`src/rtl/rgbenc_pkg.sv`:
```
`timescale 1ns / 1ps

package rgbenc_pkg;

  localparam int unsigned ColourW    = 24;
  localparam int unsigned TicksW     = 8;
  localparam int unsigned LedCntW    = 7;
  localparam int unsigned BitCntW    = 5;
  localparam int unsigned ApbAddrW   = 3;
  localparam int unsigned ApbDataW   = 32;

  localparam logic [LedCntW-1:0] MaxStrip     = 7'd60;
  localparam logic [BitCntW-1:0] BitsPerLed   = 5'd24;
  localparam logic [TicksW-1:0]  ZeroTicksRst = 8'd12;
  localparam logic [TicksW-1:0]  OneTicksRst  = 8'd24;

  // register index, taken from paddr[2]
  localparam logic RegZeroTicks = 1'b0;
  localparam logic RegOneTicks  = 1'b1;

  typedef struct packed {
    logic load;
    logic emit_bit;
    logic emit_flag;
    logic emit_pad;
  } rgbenc_cmd_t;

  typedef struct packed {
    logic full;
    logic last;
    logic bits_done;
    logic out_free;
  } rgbenc_stat_t;

endpackage

```
`src/rtl/rgbenc_ctrl.sv`:
```
`timescale 1ns / 1ps

module rgbenc_ctrl (
  input  logic                  clk_i,
  input  logic                  rst_ni,
  input  logic                  in_valid_i,
  output logic                  in_ready_o,
  input  rgbenc_pkg::rgbenc_stat_t stat_i,
  output rgbenc_pkg::rgbenc_cmd_t  cmd_o
);
  import rgbenc_pkg::*;

  localparam logic [1:0] StIdle = 2'd0;
  localparam logic [1:0] StBits = 2'd1;
  localparam logic [1:0] StFlag = 2'd2;
  localparam logic [1:0] StPad  = 2'd3;

  logic [1:0] state_q, state_d;

  always_comb begin
    state_d   = state_q;
    cmd_o     = '0;
    in_ready_o = 1'b0;
    case (state_q)
      StIdle: begin
        in_ready_o = 1'b1;
        if (in_valid_i) begin
          cmd_o.load = 1'b1;
          state_d    = stat_i.full ? StFlag : StBits;
        end
      end
      StBits: begin
        if (stat_i.out_free) begin
          cmd_o.emit_bit = 1'b1;
          if (stat_i.bits_done) begin
            state_d = stat_i.last ? StPad : StIdle;
          end
        end
      end
      StFlag: begin
        if (stat_i.out_free) begin
          cmd_o.emit_flag = 1'b1;
          state_d = stat_i.last ? StPad : StIdle;
        end
      end
      StPad: begin
        if (stat_i.out_free) begin
          cmd_o.emit_pad = 1'b1;
          state_d = StIdle;
        end
      end
      default: begin
        state_d = StIdle;
      end
    endcase
  end

  always_ff @(posedge clk_i or negedge rst_ni) begin
    if (!rst_ni) begin
      state_q <= StIdle;
    end else begin
      state_q <= state_d;
    end
  end

endmodule

```
`src/rtl/rgbenc_dp.sv`:
```
`timescale 1ns / 1ps

module rgbenc_dp (
  input  logic                                  clk_i,
  input  logic                                  rst_ni,
  input  logic [rgbenc_pkg::ColourW-1:0]        colour_i,
  input  logic                                  last_led_i,
  input  logic [rgbenc_pkg::TicksW-1:0]         zero_ticks_i,
  input  logic [rgbenc_pkg::TicksW-1:0]         one_ticks_i,
  input  rgbenc_pkg::rgbenc_cmd_t               cmd_i,
  output rgbenc_pkg::rgbenc_stat_t              stat_o,
  output logic                                  out_valid_o,
  input  logic                                  out_ready_i,
  output logic [rgbenc_pkg::TicksW-1:0]         high_ticks_o,
  output logic                                  data_bit_o,
  output logic                                  pad_bit_o,
  output logic                                  too_many_o,
  output logic                                  run_end_o
);
  import rgbenc_pkg::*;

  logic [ColourW-1:0] shift_q, shift_d;
  logic [BitCntW-1:0] bits_q, bits_d;
  logic [LedCntW-1:0] leds_q, leds_d;
  logic               last_q, last_d;
  logic               out_valid_q, out_valid_d;
  logic [TicksW-1:0]  ticks_q, ticks_d;
  logic               bit_q, bit_d;
  logic               pad_q, pad_d;
  logic               flag_q, flag_d;
  logic               end_q, end_d;
  logic               full;
  logic               emit;

  assign full = (leds_q >= MaxStrip);
  assign emit = cmd_i.emit_bit | cmd_i.emit_flag | cmd_i.emit_pad;

  assign stat_o.full      = full;
  assign stat_o.last      = last_q;
  assign stat_o.bits_done = (bits_q == BitCntW'(1));
  assign stat_o.out_free  = ~out_valid_q | out_ready_i;

  always_comb begin
    shift_d     = shift_q;
    bits_d      = bits_q;
    leds_d      = leds_q;
    last_d      = last_q;
    ticks_d     = ticks_q;
    bit_d       = bit_q;
    pad_d       = pad_q;
    flag_d      = flag_q;
    end_d       = end_q;
    out_valid_d = out_valid_q & ~out_ready_i;

    if (cmd_i.load) begin
      // wire order is green, red, blue
      shift_d = {colour_i[15:8], colour_i[23:16], colour_i[7:0]};
      bits_d  = BitsPerLed;
      last_d  = last_led_i;
      if (!full) begin
        leds_d = leds_q + LedCntW'(1);
      end
    end

    if (cmd_i.emit_bit) begin
      ticks_d = shift_q[ColourW-1] ? one_ticks_i : zero_ticks_i;
      bit_d   = shift_q[ColourW-1];
      pad_d   = 1'b0;
      flag_d  = 1'b0;
      end_d   = (bits_q == BitCntW'(1)) & ~last_q;
      shift_d = {shift_q[ColourW-2:0], 1'b0};
      bits_d  = bits_q - BitCntW'(1);
    end

    if (cmd_i.emit_flag) begin
      ticks_d = '0;
      bit_d   = 1'b0;
      pad_d   = 1'b0;
      flag_d  = 1'b1;
      end_d   = ~last_q;
    end

    if (cmd_i.emit_pad) begin
      ticks_d = zero_ticks_i;
      bit_d   = 1'b0;
      pad_d   = 1'b1;
      flag_d  = 1'b0;
      end_d   = 1'b1;
      leds_d  = '0;
    end

    if (emit) begin
      out_valid_d = 1'b1;
    end
  end

  always_ff @(posedge clk_i or negedge rst_ni) begin
    if (!rst_ni) begin
      shift_q     <= '0;
      bits_q      <= '0;
      leds_q      <= '0;
      last_q      <= 1'b0;
      out_valid_q <= 1'b0;
    end else begin
      shift_q     <= shift_d;
      bits_q      <= bits_d;
      leds_q      <= leds_d;
      last_q      <= last_d;
      out_valid_q <= out_valid_d;
    end
  end

  always_ff @(posedge clk_i) begin
    ticks_q <= ticks_d;
    bit_q   <= bit_d;
    pad_q   <= pad_d;
    flag_q  <= flag_d;
    end_q   <= end_d;
  end

  assign out_valid_o  = out_valid_q;
  assign high_ticks_o = ticks_q;
  assign data_bit_o   = bit_q;
  assign pad_bit_o    = pad_q;
  assign too_many_o   = flag_q;
  assign run_end_o    = end_q;

endmodule

```
`src/rtl/rgb_led_bit_timing_encoder_top.sv`:
```
`timescale 1ns / 1ps

// Serial RGB LED bit encoder. Each request carries one LED colour as 0xRRGGBB
// and is sent out as 24 pulse codes in green, red, blue order, MSB first,
// each giving the high time in ticks for a 0 or a 1 bit (APB registers at
// 0x0 and 0x4). A request flagged last_led is followed by a zero-bit pad
// code and restarts the frame count. Requests beyond 60 LEDs in a frame are
// dropped and answered by one result with too_many set. An LED request is
// loaded, then sends one code per cycle from the shift register, while the
// output is free, into the output register, then the pad code if flagged;
// a dropped one sends its too_many result and then the pad if flagged. The
// next request is taken once the last code of the current one is registered.

module rgb_led_bit_timing_encoder_top (
  input  logic                                  clk_i,
  input  logic                                  rst_ni,
  input  logic                                  in_valid_i,
  output logic                                  in_ready_o,
  input  logic [rgbenc_pkg::ColourW-1:0]        colour_i,
  input  logic                                  last_led_i,
  output logic                                  out_valid_o,
  input  logic                                  out_ready_i,
  output logic [rgbenc_pkg::TicksW-1:0]         high_ticks_o,
  output logic                                  data_bit_o,
  output logic                                  pad_bit_o,
  output logic                                  too_many_o,
  output logic                                  run_end_o,
  input  logic                                  psel,
  input  logic                                  penable,
  input  logic                                  pwrite,
  input  logic [rgbenc_pkg::ApbAddrW-1:0]       paddr,
  input  logic [rgbenc_pkg::ApbDataW-1:0]       pwdata,
  output logic [rgbenc_pkg::ApbDataW-1:0]       prdata,
  output logic                                  pready
);
  import rgbenc_pkg::*;

  logic [TicksW-1:0] zero_ticks_q, zero_ticks_d;
  logic [TicksW-1:0] one_ticks_q, one_ticks_d;
  logic              wr_en;
  rgbenc_cmd_t       cmd;
  rgbenc_stat_t      stat;

  assign pready = 1'b1;
  assign wr_en  = psel & penable & pwrite & pready;

  always_comb begin
    zero_ticks_d = zero_ticks_q;
    one_ticks_d  = one_ticks_q;
    if (wr_en) begin
      case (paddr[2])
        RegZeroTicks: zero_ticks_d = pwdata[TicksW-1:0];
        RegOneTicks:  one_ticks_d  = pwdata[TicksW-1:0];
        default: ;
      endcase
    end
  end

  always_comb begin
    case (paddr[2])
      RegZeroTicks: prdata = ApbDataW'(zero_ticks_q);
      RegOneTicks:  prdata = ApbDataW'(one_ticks_q);
      default:      prdata = '0;
    endcase
  end

  always_ff @(posedge clk_i or negedge rst_ni) begin
    if (!rst_ni) begin
      zero_ticks_q <= ZeroTicksRst;
      one_ticks_q  <= OneTicksRst;
    end else begin
      zero_ticks_q <= zero_ticks_d;
      one_ticks_q  <= one_ticks_d;
    end
  end

  rgbenc_ctrl u_ctrl (
    .clk_i      (clk_i),
    .rst_ni     (rst_ni),
    .in_valid_i (in_valid_i),
    .in_ready_o (in_ready_o),
    .stat_i     (stat),
    .cmd_o      (cmd)
  );

  rgbenc_dp u_dp (
    .clk_i        (clk_i),
    .rst_ni       (rst_ni),
    .colour_i     (colour_i),
    .last_led_i   (last_led_i),
    .zero_ticks_i (zero_ticks_q),
    .one_ticks_i  (one_ticks_q),
    .cmd_i        (cmd),
    .stat_o       (stat),
    .out_valid_o  (out_valid_o),
    .out_ready_i  (out_ready_i),
    .high_ticks_o (high_ticks_o),
    .data_bit_o   (data_bit_o),
    .pad_bit_o    (pad_bit_o),
    .too_many_o   (too_many_o),
    .run_end_o    (run_end_o)
  );

endmodule
```
`config.mk`:
```
export PLATFORM = sky130hd
export DESIGN_NAME = rgb_led_bit_timing_encoder_top
export DESIGN_NICKNAME = d
export VERILOG_FILES = /design/src/rtl/rgbenc_pkg.sv /design/src/rtl/rgbenc_ctrl.sv /design/src/rtl/rgbenc_dp.sv /design/src/rtl/rgb_led_bit_timing_encoder_top.sv
export SDC_FILE = /design/constraint.sdc
export NUM_CORES = 1
export LEC_CHECK = 0
export ABC_AREA = 0
export BUFFER_PORTS_ARGS = -buffer_cell sky130_fd_sc_hd__buf_2
export CELL_PAD_IN_SITES_DETAIL_PLACEMENT = 1
export CELL_PAD_IN_SITES_GLOBAL_PLACEMENT = 1
export CORE_UTILIZATION = 43
export CTS_BUF_LIST = sky130_fd_sc_hd__clkbuf_4 sky130_fd_sc_hd__clkbuf_8
export CTS_CLUSTER_DIAMETER = 200
export DETAILED_ROUTE_END_ITERATION = 10
export PLACE_DENSITY_LB_ADDON = 0.1
export SETUP_SLACK_MARGIN = 0.1
export SYNTH_ARGS = -nofsm -noshare
export SYNTH_HDL_FRONTEND = slang
export SYNTH_HIERARCHICAL = 1
export SYNTH_SLANG_ARGS = --single-unit
```
`constraint.sdc`:
```
create_clock -name clk_i -period 3.9 [get_ports clk_i]
set_input_delay 0.195 -clock clk_i [delete_from_list [all_inputs] [get_ports clk_i]]
set_output_delay 0.195 -clock clk_i [all_outputs]
set_load 0.02 [all_outputs]
```
Yosys cells after proc, flatten, opt, wreduce, memory -nomap -nowiden. Cells that the tools add are included. W data, S select, Z words.

Register bits: 68. Output and inout bits: 47.

Reductions and logical operators: 10. Bitwise logic cells: 11. Add/sub/neg operators: 2. Muxes and demuxes: 33. Order comparisons: 1. Eq/ne operators: 10.

Operator list (count): $pmux W32 S2 (1); $mux W24 (2); $mux W8 (4); $mux W7 (3); $mux W2 (7); $mux W1 (13); $mux W5 (2); $ne A2 B2 Y1 const B (5); $pmux W2 S4 (1); $add A7 B1 Y7 const B (1); $ge A7 B6 Y1 const B (1); $reduce_and A2 Y1 (3); $reduce_bool A2 Y1 (3); $eq A5 B1 Y1 const B (1); $reduce_and A5 Y1 (1); $sub A5 B1 Y5 const B (1); $and A1 B1 Y1 (4); $eq A2 B2 Y1 const B (2); $not A1 Y1 (4); $or A1 B1 Y1 (3); $reduce_bool A3 Y1 (1); $eq A2 B1 Y1 const B (1); $logic_not A2 Y1 (1); $ne A2 B1 Y1 const B (1); $reduce_or A2 Y1 (1).

Longest topological paths before layout. Gate-level depths: netlist of run 1.

Depth after elaboration: 7. Mapped depth: 7. Depth with buffers taken out: 6.

Modules after synthesis. The synthesis of run 1 kept the hierarchy.

By module, submodules not included: rgbenc_dp (instances 1, cells an instance 236, area an instance 2429.8 µm²); rgb_led_bit_timing_encoder_top (instances 1, cells an instance 70, area an instance 927.1 µm²); rgbenc_ctrl (instances 1, cells an instance 26, area an instance 227.7 µm²).

Worst setup path after synthesis of run 1. OpenSTA, ideal clock, no wires.

Kind: register -> register. From: register u_ctrl.state_q[0]. To: register u_dp.last_q. Data required time: 3.775 ns. Period minus slack after synthesis: 1.729 ns. Cell stages (with the launch flop): 7. Setup time: 0.125 ns. Path slack: 2.171 ns. Data arrival time: 1.604 ns. Cells stage by stage: dfrtp_1 > inv_1 > ha_1 > and2_2 > buf_6 > buf_6 > mux2_2.

RTL lines: start, declared (RTL line rgbenc_ctrl.sv:18) `logic [1:0] state_q, state_d;`; start signal, assigned (RTL line rgbenc_ctrl.sv:60) `state_q <= StIdle;`; start signal, assigned (RTL line rgbenc_ctrl.sv:62) `state_q <= state_d;`; end signal, assigned (RTL line rgbenc_dp.sv:108) `last_q <= last_d;`; end, declared (RTL line rgbenc_dp.sv:25) `logic last_q, last_d;`.

==> impl_metrics.py, run 1 <==
metrics = {
    "cells_and_area": {
        "syn2layout_area_growth_pct": 11.4,
        "layout-drive-gt1-share_pct": 30.7,
        "layout.cells.non_filler": 496,
        "final_common_cell": "buf_2",
        "final_nets": 464,
        "nFillCells": 917,
        "seq_area_um2": 1730,
        "utilization_pct": 50.7,
        "diodes": 0,
        "multi_input_area_um2": 1600,
        "mostFrequentLayoutCells": "62 x buf_2, 52 x dfrtp_1, 39 x nand2_1",
        "post-route-cell-area_um2": 4000,
    },
    "global_routing": {
        "grt_pass1_wl_um": 13000,
        "antenna_found_initial": 0,
        "grt_max_degree": 57,
        "grt_pass1_vias": 2643,
        "overflow": 0,
        "track_usage_pct": 19.3,
    },
    "cts": {
        "cts_tree": "done",
        "post-cts-setup-buffers": 0,
        "insertion_delay_ns": 0.34,
        "post_cts_resize_count": 0,
        "clk_pin_slew_worst_paths_ns": 0.08,
        "root_buffer": "clkbuf_8",
        "clock-sinks": 68,
        "numCtsBuffers": 9,
        "clk_path_buf_depth": 2,
        "h-tree-depth": 3,
        "ctsHoldBuffers": 0,
    },
    "run_status": {
        "violations": "negative hold slack",
        "status": "finished with violations",
    },
    "worst_setup_path": {
        "crit_family": "simple AND/OR/NAND/NOR gates",
        "crit_arrival_ns": 2.37,
        "crit_chain": "ha_1, and2_1, buf_4, nor2b_1, a21oi_1, o21ai_0",
        "max_stage_delay_ns": 0.54,
        "critPathSlowestCell": "nor2b_1",
        "worst-setup-path-type": "reg2reg",
        "worstPathRequired_ns": 4.04,
        "crit_fanout": 15,
        "start_kind": "flop",
        "setup.worst_path.end_class": "flop",
        "path_buf_inv": 1,
    },
    "placed_design": {
        "place_area_um2": 3830,
        "numPortBuffers": 62,
        "place_congestion": 0.762,
        "place_ws_ns": 1.71,
        "place_inst": 480,
        "dp_hpwl_um": 5310,
    },
    "synth": {
        "yosysSeqAreaShare_pct": 48.2,
        "synth-edff-count": 8,
        "synth.distinct_cells": 46,
        "synth-seq-cells": 68,
        "synthesis.area_um2": 3580,
        "syn_inst": 332,
        "avgSynthCellArea_um2": 10.8,
        "yosysWarnings": 6,
        "synth_ff_type": "dfrtp_1",
        "async_reset_ff_share_pct": 82.4,
    },
    "detailed_routing": {
        "drcViolationCount": 0,
        "post_drt_wl_per_cell_um": 15.4,
        "dr.pass1.iters": 4,
        "vias": 2522,
        "drt_iter0_markers": 66,
        "drtAntennaViolNets": 0,
        "viasPerCell": 5.08,
        "routed_wl_um": 7660,
    },
    "sta": {
        "finalHoldViolCount": 3,
        "skew_ns": 0.00887,
        "max_freq_ghz": 0.449,
        "fin_tns_setup_ns": 0,
        "fin_crit_ns": 2.23,
        "rsz0062_at_grt": "false",
        "fin_crit_sh_pct": 57.1,
        "slew_headroom_pct": 50.4,
        "drv_slew": 0,
        "finalSetupViolCount": 0,
        "fin_ws_ns": 1.67,
        "timing.hold.ws_ns": -0.00622,
        "tightest_slew_ns": 0.744,
    },
    "die": {
        "fp.dieH_um": 93.3,
        "row_count": 32,
        "die-area_um2": 8710,
        "ios": 114,
        "initial_core_util_pct": 45.4,
        "die_x_um": 93.3,
        "core_um2": 7890,
    },
    "hold_path": {
        "hold_path.class": "in2async",
    },
    "flow_run": {
        "cap_violations": 0,
    },
    "power": {
        "p_per_area_nw_per_um2": 720,
        "cellLeakagePower_uw": 0.00178,
        "vdd_drop_max_mv": 0.211,
    },
}
Yosys cell counts, types with 3 or more instances:
library cell	count	area, um2
dfrtp_1	52	1300
nand2_1	39	146
o21ai_0	32	160
buf_4	28	210
mux2_2	25	282
mux2i_1	25	250
a21oi_1	18	90.1
nor2b_1	11	68.8
inv_1	10	37.5
edfxtp_1	8	240
ha_1	8	100
clkbuf_1	6	22.5
buf_6	5	56.3
nand3_1	5	25.0
nor2_1	5	18.8
dfstp_2	4	105
dfxtp_1	4	80.1
nor3_1	4	20.0
and2_1	3	18.8
buf_2	3	15.0
o41ai_1	3	26.3
xnor2_1	3	26.3
metal layers:
layer	up-vias	global-route usage [%]	wire length, um
met4	0	7.31	110
met3	10	3.33	253
li1	1212	-	-
met2	52	33.3	3830
met5	-	0	0
met1	1248	24.2	3470
logic make-up (layout without fill, tap and decap cells):
family                     count (synthesis)  count (layout)  synth area share (%)
buffers and inverters                     53              92                  9.63
AOI/OAI and AO/OA                         65              65                  10.4
xor gates and xnor gates                   3               3                 0.733
and+or+nand+nor                           83              83                  13.2
adders and majority gates                  8               8                  2.79
other                                      2              25                 0.210
DFF                                       68              68                  48.2
muxes                                     50              50                  14.8
stage by stage:
stage	hold slack [ns]	total power (uW)
after floorplan	-0.101	2120
after global placement	0.395	2350
after detailed placement	0.401	2410
after CTS	0.0210	2920
after global routing	0.0552	3110
final	-0.00622	2880
cell type report:
class,instances,share of cell area [%]
well taps,102,3.19
inverters,10,0.940
multi-input cells,234,40.0
clock inverters,6,0.814
flip-flops and latches,68,43.2
clock buffers,10,3.29
repair buffers,66,8.52
registers in the layout (all words and copies together) (netlist names):
name	flops
u_dp/shift_q	24
one_ticks_q	8
u_dp/high_ticks_o	8
zero_ticks_q	8
u_dp/leds_q	7
u_dp/bits_q	5
u_ctrl/state_q	2
u_dp/data_bit_o	1
u_dp/last_q	1
u_dp/out_valid_o	1
u_dp/pad_bit_o	1
u_dp/run_end_o	1
u_dp/too_many_o	1
power breakdown:
part / switching [uW] / internal [uW]
Sequential: 200 / 1030
Combinational: 693 / 450
Clock: 270 / 232
Total: 1160 / 1720
worst paths after layout:
path | from | end | slack (ns) | depth (start not counted)
max in group asynchronous | rst_ni | u_dp/shift_q[6]$_DFFE_PN0P_ | 3.40 | 2
worst max-delay path | u_ctrl/state_q[0]$_DFFE_PN0P_ | u_dp/high_ticks_o[7]$_DFFE_PP_ | 1.67 | 6
worst min register to register | u_dp/pad_bit_o$_SDFFE_PP1P_ | u_dp/pad_bit_o$_SDFFE_PP1P_ | 0.46 | 2
worst max register to register | u_ctrl/state_q[0]$_DFFE_PN0P_ | u_dp/high_ticks_o[7]$_DFFE_PP_ | 1.67 | 6
min in group clk_i | pwdata[6] | zero_ticks_q[6]$_DFFE_PN0P_ | 0.10 | 2
worst min-delay path | rst_ni | u_dp/bits_q[0]$_DFFE_PN0P_ | -0.006 | 2
Power figures use the tool's default switching activity.
==> run 2: changes to the inputs <==
CORE_UTILIZATION = 36   (was 43)
clock period = 1.87 ns   (was 3.9 ns; I/O delays follow)
==> run 2 against run 1 <==
  * The run now ends clean
  * Flip-flop and latch count unchanged
  * Register-to-register slack got worse by 1.4 ns
  * Critical path type unchanged
  * Hold slack better by 0.044 ns
  * Combinational power increased by 140%
  * Global-route usage fell by 2.7 points
  * Critical path depth increased by 1
==> impl_metrics.py, run 2 (synthesis gave the netlist of run 1 again) <==
metrics = {
    "run_status": {
        "status": "finished clean",
    },
    "cts": {
        "post_cts_resize_count": 0,
        "insertion_delay_ns": 0.35,
        "cts_tree": "done",
        "clock-sinks": 68,
        "root_buffer": "clkbuf_8",
        "clk_path_buf_depth": 2,
        "clk_pin_slew_worst_paths_ns": 0.08,
        "numCtsBuffers": 9,
        "h-tree-depth": 3,
    },
    "placed_design": {
        "numPortBuffers": 62,
        "place_congestion": 0.717,
        "place_inst": 520,
        "dp_hpwl_um": 5400,
    },
    "power": {
        "total_power_uw": 6800,
        "vdd_drop_max_mv": 0.584,
        "cellLeakagePower_uw": 0.00195,
        "p_per_area_nw_per_um2": 1550,
    },
    "die": {
        "die_x_um": 102,
        "fp.dieH_um": 102,
        "core_um2": 9730,
        "ios": 114,
        "initial_core_util_pct": 36.8,
        "die-area_um2": 10400,
        "row_count": 36,
    },
    "sta": {
        "fin_tns_setup_ns": 0,
        "max_freq_ghz": 0.624,
        "fin_crit_sh_pct": 85.7,
        "tightest_slew_ns": 0.620,
        "finalSetupViolCount": 0,
        "timing.hold.ws_ns": 0.0380,
        "rsz0062_at_grt": "false",
        "drv_slew": 0,
        "fin_crit_ns": 1.60,
        "finalHoldViolCount": 0,
        "slew_headroom_pct": 58.7,
        "skew_ns": 0.0109,
    },
    "detailed_routing": {
        "dr.pass1.iters": 4,
        "post_drt_wl_per_cell_um": 14.5,
        "drtAntennaViolNets": 0,
        "routed_wl_um": 7970,
        "drt_iter0_markers": 60,
        "drcViolationCount": 0,
        "vias": 2581,
        "viasPerCell": 4.70,
    },
    "cells_and_area": {
        "final_common_cell": "buf_2",
        "layout.cells.non_filler": 549,
        "syn2layout_area_growth_pct": 22.5,
        "regMostFlops": "u_dp/shift_q",
        "largest_reg_flops": 24,
        "mostFrequentLayoutCells": "62 x buf_2, 52 x dfrtp_1, 39 x nand2_1",
        "diodes": 0,
        "final_nets": 486,
        "layout-drive-gt1-share_pct": 31.7,
    },
    "global_routing": {
        "overflow": 0,
        "antenna_found_initial": 0,
        "track_usage_pct": 16.6,
        "grt_pass1_wl_um": 13000,
        "grt_pass1_vias": 2678,
        "grt_max_degree": 49,
    },
    "worst_setup_path": {
        "setup.worst_path.end_class": "flop",
        "worst-setup-path-type": "reg2reg",
        "critPathSlowestCell": "dfrtp_1",
        "crit_chain": "inv_1, ha_1, and2_2, buf_12, nor2b_1, nand3_1, a21oi_1",
        "crit_arrival_ns": 1.88,
        "start_kind": "flop",
        "crit_fanout": 16,
        "worstPathRequired_ns": 2.15,
        "max_stage_delay_ns": 0.40,
    },
    "flow_run": {
        "cap_violations": 0,
    },
    "hold_path": {
        "hold_path.class": "in2reg",
    },
}
-- run 2: per-layer routing --
layer	vias up	routed length (um)	GRT usage (%)
li1	1264	-	-
met1	1254	3610	20.6
met2	54	3880	27.3
met3	9	362	4.69
met4	0	105	6.69
met5	-	0	0
-- run 2: final cells by class --
type | instances | area, um2
clock buffer | 11 | 145
clock inverter | 5 | 100
fill | 1100 | 5340
inverter | 10 | 37.5
multi-input combinational | 234 | 1600
sequential | 68 | 1730
tap | 133 | 166
timing repair buffer | 88 | 618
-- run 2: what timing repair did --
action	in CTS	in global routing
setup buffers	0	0
endpoints found under the hold margin	36	0
hold buffers	11	0
endpoints found under the setup margin	0	3
-- run 2: worst paths after layout --
check,start,to,slack [ns],depth (start not counted)
max in group asynchronous,rst_ni,u_dp/shift_q[22]$_DFFE_PN0P_,1.00,3
min in group asynchronous,rst_ni,u_dp/leds_q[2]$_DFFE_PN0P_,0.30,2
setup reg to reg,u_ctrl/state_q[1]$_DFFE_PN0P_,u_dp/leds_q[0]$_DFFE_PN0P_,0.27,7
hold / removal,colour_i[12],u_dp/shift_q[20]$_DFFE_PN0P_,0.04,3
setup / recovery,u_ctrl/state_q[1]$_DFFE_PN0P_,u_dp/leds_q[0]$_DFFE_PN0P_,0.27,7
hold reg to reg,u_dp/pad_bit_o$_SDFFE_PP1P_,u_dp/pad_bit_o$_SDFFE_PP1P_,0.44,2
-- run 2: worst max-delay path: cells and delay by family, from the launching register on --
kind,cells,cell delay (ns)
adder cells (fa/ha/maj),1,0.17
AO/OA/AOI/OAI,1,0.14
buffers and inverters,2,0.31
AND/OR/NAND/NOR,3,0.51
flip-flops,1,0.40
-- run 2: through the flow --
stage / instance area [um2] / utilization (%) / setup WS (ns)
final: 4390 / 45.2 / 0.267
after detailed placement: 3990 / 41.0 / 0.240
after floorplan: 3670 / - / 0.141
after global routing: 4390 / 45.2 / 0.106
after global placement: 3990 / 41.0 / 0.265
after CTS: 4340 / 44.6 / 0.209
-- run 2: power breakdown --
group          switching [uW]  internal [uW]  leakage (uW)
clock                     558            933      0.000127
combinational            1560           1230       0.00102
sequential                361           2150      0.000801
total                    2480           4320       0.00195
==> run 3: changes to the inputs <==
BUFFER_PORTS_ARGS = -buffer_cell sky130_fd_sc_hd__clkbuf_2   (was -buffer_cell sky130_fd_sc_hd__buf_2)
clock period = 1.3 ns   (was 1.87 ns; I/O delays follow)
==> run 3 against run 2 <==
  * The run now ends with negative hold slack, negative setup slack left
  * Largest power group unchanged
  * Global-route usage up 3.5 points
  * Highest routed layer unchanged
  * Via count increased by 13%
  * First-iteration DRC count up 10%
==> impl_metrics.py, run 3 (synthesis gave the netlist of run 1 again) <==
metrics = {
    "flow_run": {
        "cap_violations": 0,
    },
    "worst_setup_path": {
        "worst-setup-path-type": "reg2reg",
        "crit_top_cell": "buf_6",
        "start_kind": "flop",
        "critPathSlowestCell": "dfrtp_1",
        "r2r_cells": 7,
        "worstPathRequired_ns": 1.52,
        "crit_fanout": 4,
        "setup.worst_path.end_class": "flop",
        "max_stage_delay_ns": 0.39,
        "crit_arrival_ns": 1.75,
        "crit_chain": "inv_2, ha_4, buf_4, buf_6, and2_4, buf_6, mux2_4",
    },
    "die": {
        "core_um2": 9730,
        "die-area_um2": 10400,
        "row_count": 36,
        "fp.dieH_um": 102,
        "ios": 114,
        "die_x_um": 102,
        "initial_core_util_pct": 36.8,
    },
    "global_routing": {
        "overflow": 0,
        "grt_max_degree": 57,
        "grt_pass1_vias": 3053,
        "antenna_found_initial": 0,
        "track_usage_pct": 20.1,
        "grt_pass1_wl_um": 15500,
    },
    "cts": {
        "clock-sinks": 68,
        "insertion_delay_ns": 0.35,
        "clk_path_buf_depth": 2,
        "h-tree-depth": 3,
        "cts_tree": "done",
        "root_buffer": "clkbuf_8",
        "numCtsBuffers": 9,
        "clk_pin_slew_worst_paths_ns": 0.08,
    },
    "placed_design": {
        "dp_hpwl_um": 5780,
        "place_inst": 538,
        "place_congestion": 0.749,
        "place_ws_ns": -0.213,
        "numPortBuffers": 62,
    },
    "power": {
        "power.share.switching_pct": 37.5,
        "vdd_drop_max_mv": 0.838,
        "pwr-share-comb_pct": 51.3,
        "pwr-share-seq_pct": 30.5,
        "p_per_area_nw_per_um2": 2250,
        "total_power_uw": 12000,
        "p_switching_uw": 4490,
        "cellLeakagePower_uw": 0.00238,
        "p_clk_share_pct": 18.2,
        "intPower_uw": 7490,
    },
    "cells_and_area": {
        "diodes": 0,
        "layout-drive-gt1-share_pct": 47.9,
        "final_common_cell": "clkbuf_2",
        "nFillCells": 1091,
        "syn2layout_area_growth_pct": 48.9,
        "layout.cells.non_filler": 607,
        "final_nets": 544,
        "regMostFlops": "u_dp/shift_q",
        "mostFrequentLayoutCells": "53 x clkbuf_2, 51 x dfrtp_1, 48 x buf_4",
        "utilization_pct": 54.8,
        "largest_reg_flops": 24,
    },
    "hold_path": {
        "hold_path.class": "in2reg",
        "hold_path_depth": 3,
    },
    "detailed_routing": {
        "drt_iter0_markers": 66,
        "vias": 2921,
        "routed_wl_um": 9990,
        "drtAntennaViolNets": 0,
        "viasPerCell": 4.81,
        "drcViolationCount": 0,
        "post_drt_wl_per_cell_um": 16.5,
        "dr.pass1.iters": 4,
    },
    "run_status": {
        "status": "finished with violations",
        "violations": "negative hold slack, negative setup slack",
    },
    "sta": {
        "fin_crit_sh_pct": 118,
        "fin_crit_ns": 1.53,
        "skew_ns": 0.0127,
        "finalSetupViolCount": 60,
        "finalHoldViolCount": 1,
        "rsz0062_at_grt": "true",
        "timing.hold.ws_ns": -0.00450,
        "max_freq_ghz": 0.653,
        "drv_slew": 0,
        "fin_tns_setup_ns": -7.97,
        "fin_ws_ns": -0.231,
    },
}
-- run 3: cell types whose count changed in the layout (fill, tap and decap cells not counted), moves of 9 or more --
cell / change
clkbuf_2: +53
mux2_2: -9
o21ai_1: +14
buf_8: +9
buf_4: +39
buf_2: -62
o21ai_0: -18
mux2_4: +9
-- run 3: what timing repair did --
item | 4_1_cts | 5_1_grt
hold buffers | 19 | 0
endpoints found under the setup margin | 68 | 69
pin swaps | 8 | 8
resized for setup | 56 | 34
endpoints found under the hold margin | 78 | 0
setup buffers | 25 | 7
cloned | 4 | 1
-- run 3: stage by stage --
| step | area, um2 | hold slack [ns] |
|---|---|---|
| final | 5340 | -0.00450 |
| after global routing | 5340 | 0.0166 |
| after CTS | 5140 | 0.000842 |
| after detailed placement | 4210 | 0.105 |
| after global placement | 4210 | 0.102 |
| after floorplan | 3800 | -0.231 |
-- run 3: cell type report --
class / count / area [um2] / area share, %
multi-input combinational: 236 / 1940 / 36.3
timing repair buffer: 144 / 1220 / 22.8
inverter: 10 / 45.0 / 0.844
sequential: 68 / 1730 / 32.4
clock buffer: 10 / 131 / 2.46
tap: 133 / 166 / 3.12
clock inverter: 6 / 111 / 2.09
-- run 3: power by group through the flow --
| stage | Combinational [uW] | Clock, uW | Sequential (uW) |
|---|---|---|---|
| after floorplan | 2930 | 0 | 3820 |
| after global placement | 4300 | 0 | 3640 |
| after detailed placement | 4450 | 0 | 3670 |
| after CTS | 5580 | 2220 | 3630 |
| after global routing | 6690 | 2320 | 3750 |
| final | 6150 | 2180 | 3650 |
-- run 3: worst paths after layout --
kind / slack (ns) / from / endpoint
max in group asynchronous: 0.72 / rst_ni / zero_ticks_q[3]$_DFFE_PN1P_
worst min register to register: 0.47 / u_dp/pad_bit_o$_SDFFE_PP1P_ / u_dp/pad_bit_o$_SDFFE_PP1P_
min in group asynchronous: 0.25 / rst_ni / u_ctrl/state_q[1]$_DFFE_PN0P_
worst max register to register: -0.23 / u_ctrl/state_q[0]$_DFFE_PN0P_ / u_dp/last_q$_DFFE_PN0P_
worst max-delay path: -0.23 / u_ctrl/state_q[0]$_DFFE_PN0P_ / u_dp/last_q$_DFFE_PN0P_
worst min-delay path: -0.005 / colour_i[23] / u_dp/shift_q[15]$_DFFE_PN0P_
-- run 3: critical path: cells and delay by family, from the launching register on --
family | cells | cell delay (ns)
DFF | 1 | 0.39
adders and majority gates | 1 | 0.17
muxes | 1 | 0.28
buffers and inverters | 4 | 0.42
and+or+nand+nor | 1 | 0.16
-- run 3: layer usage --
metal / up-vias / wire length [um] / share of wire [%] / track usage [%]
li1: 1377 / - / - / -
met5: - / 0 / 0 / 0
met4: 0 / 117 / 1.2 / 6.80
met3: 11 / 317 / 3.2 / 4.83
met1: 1477 / 4520 / 45 / 25.3
met2: 56 / 5040 / 50 / 33.9
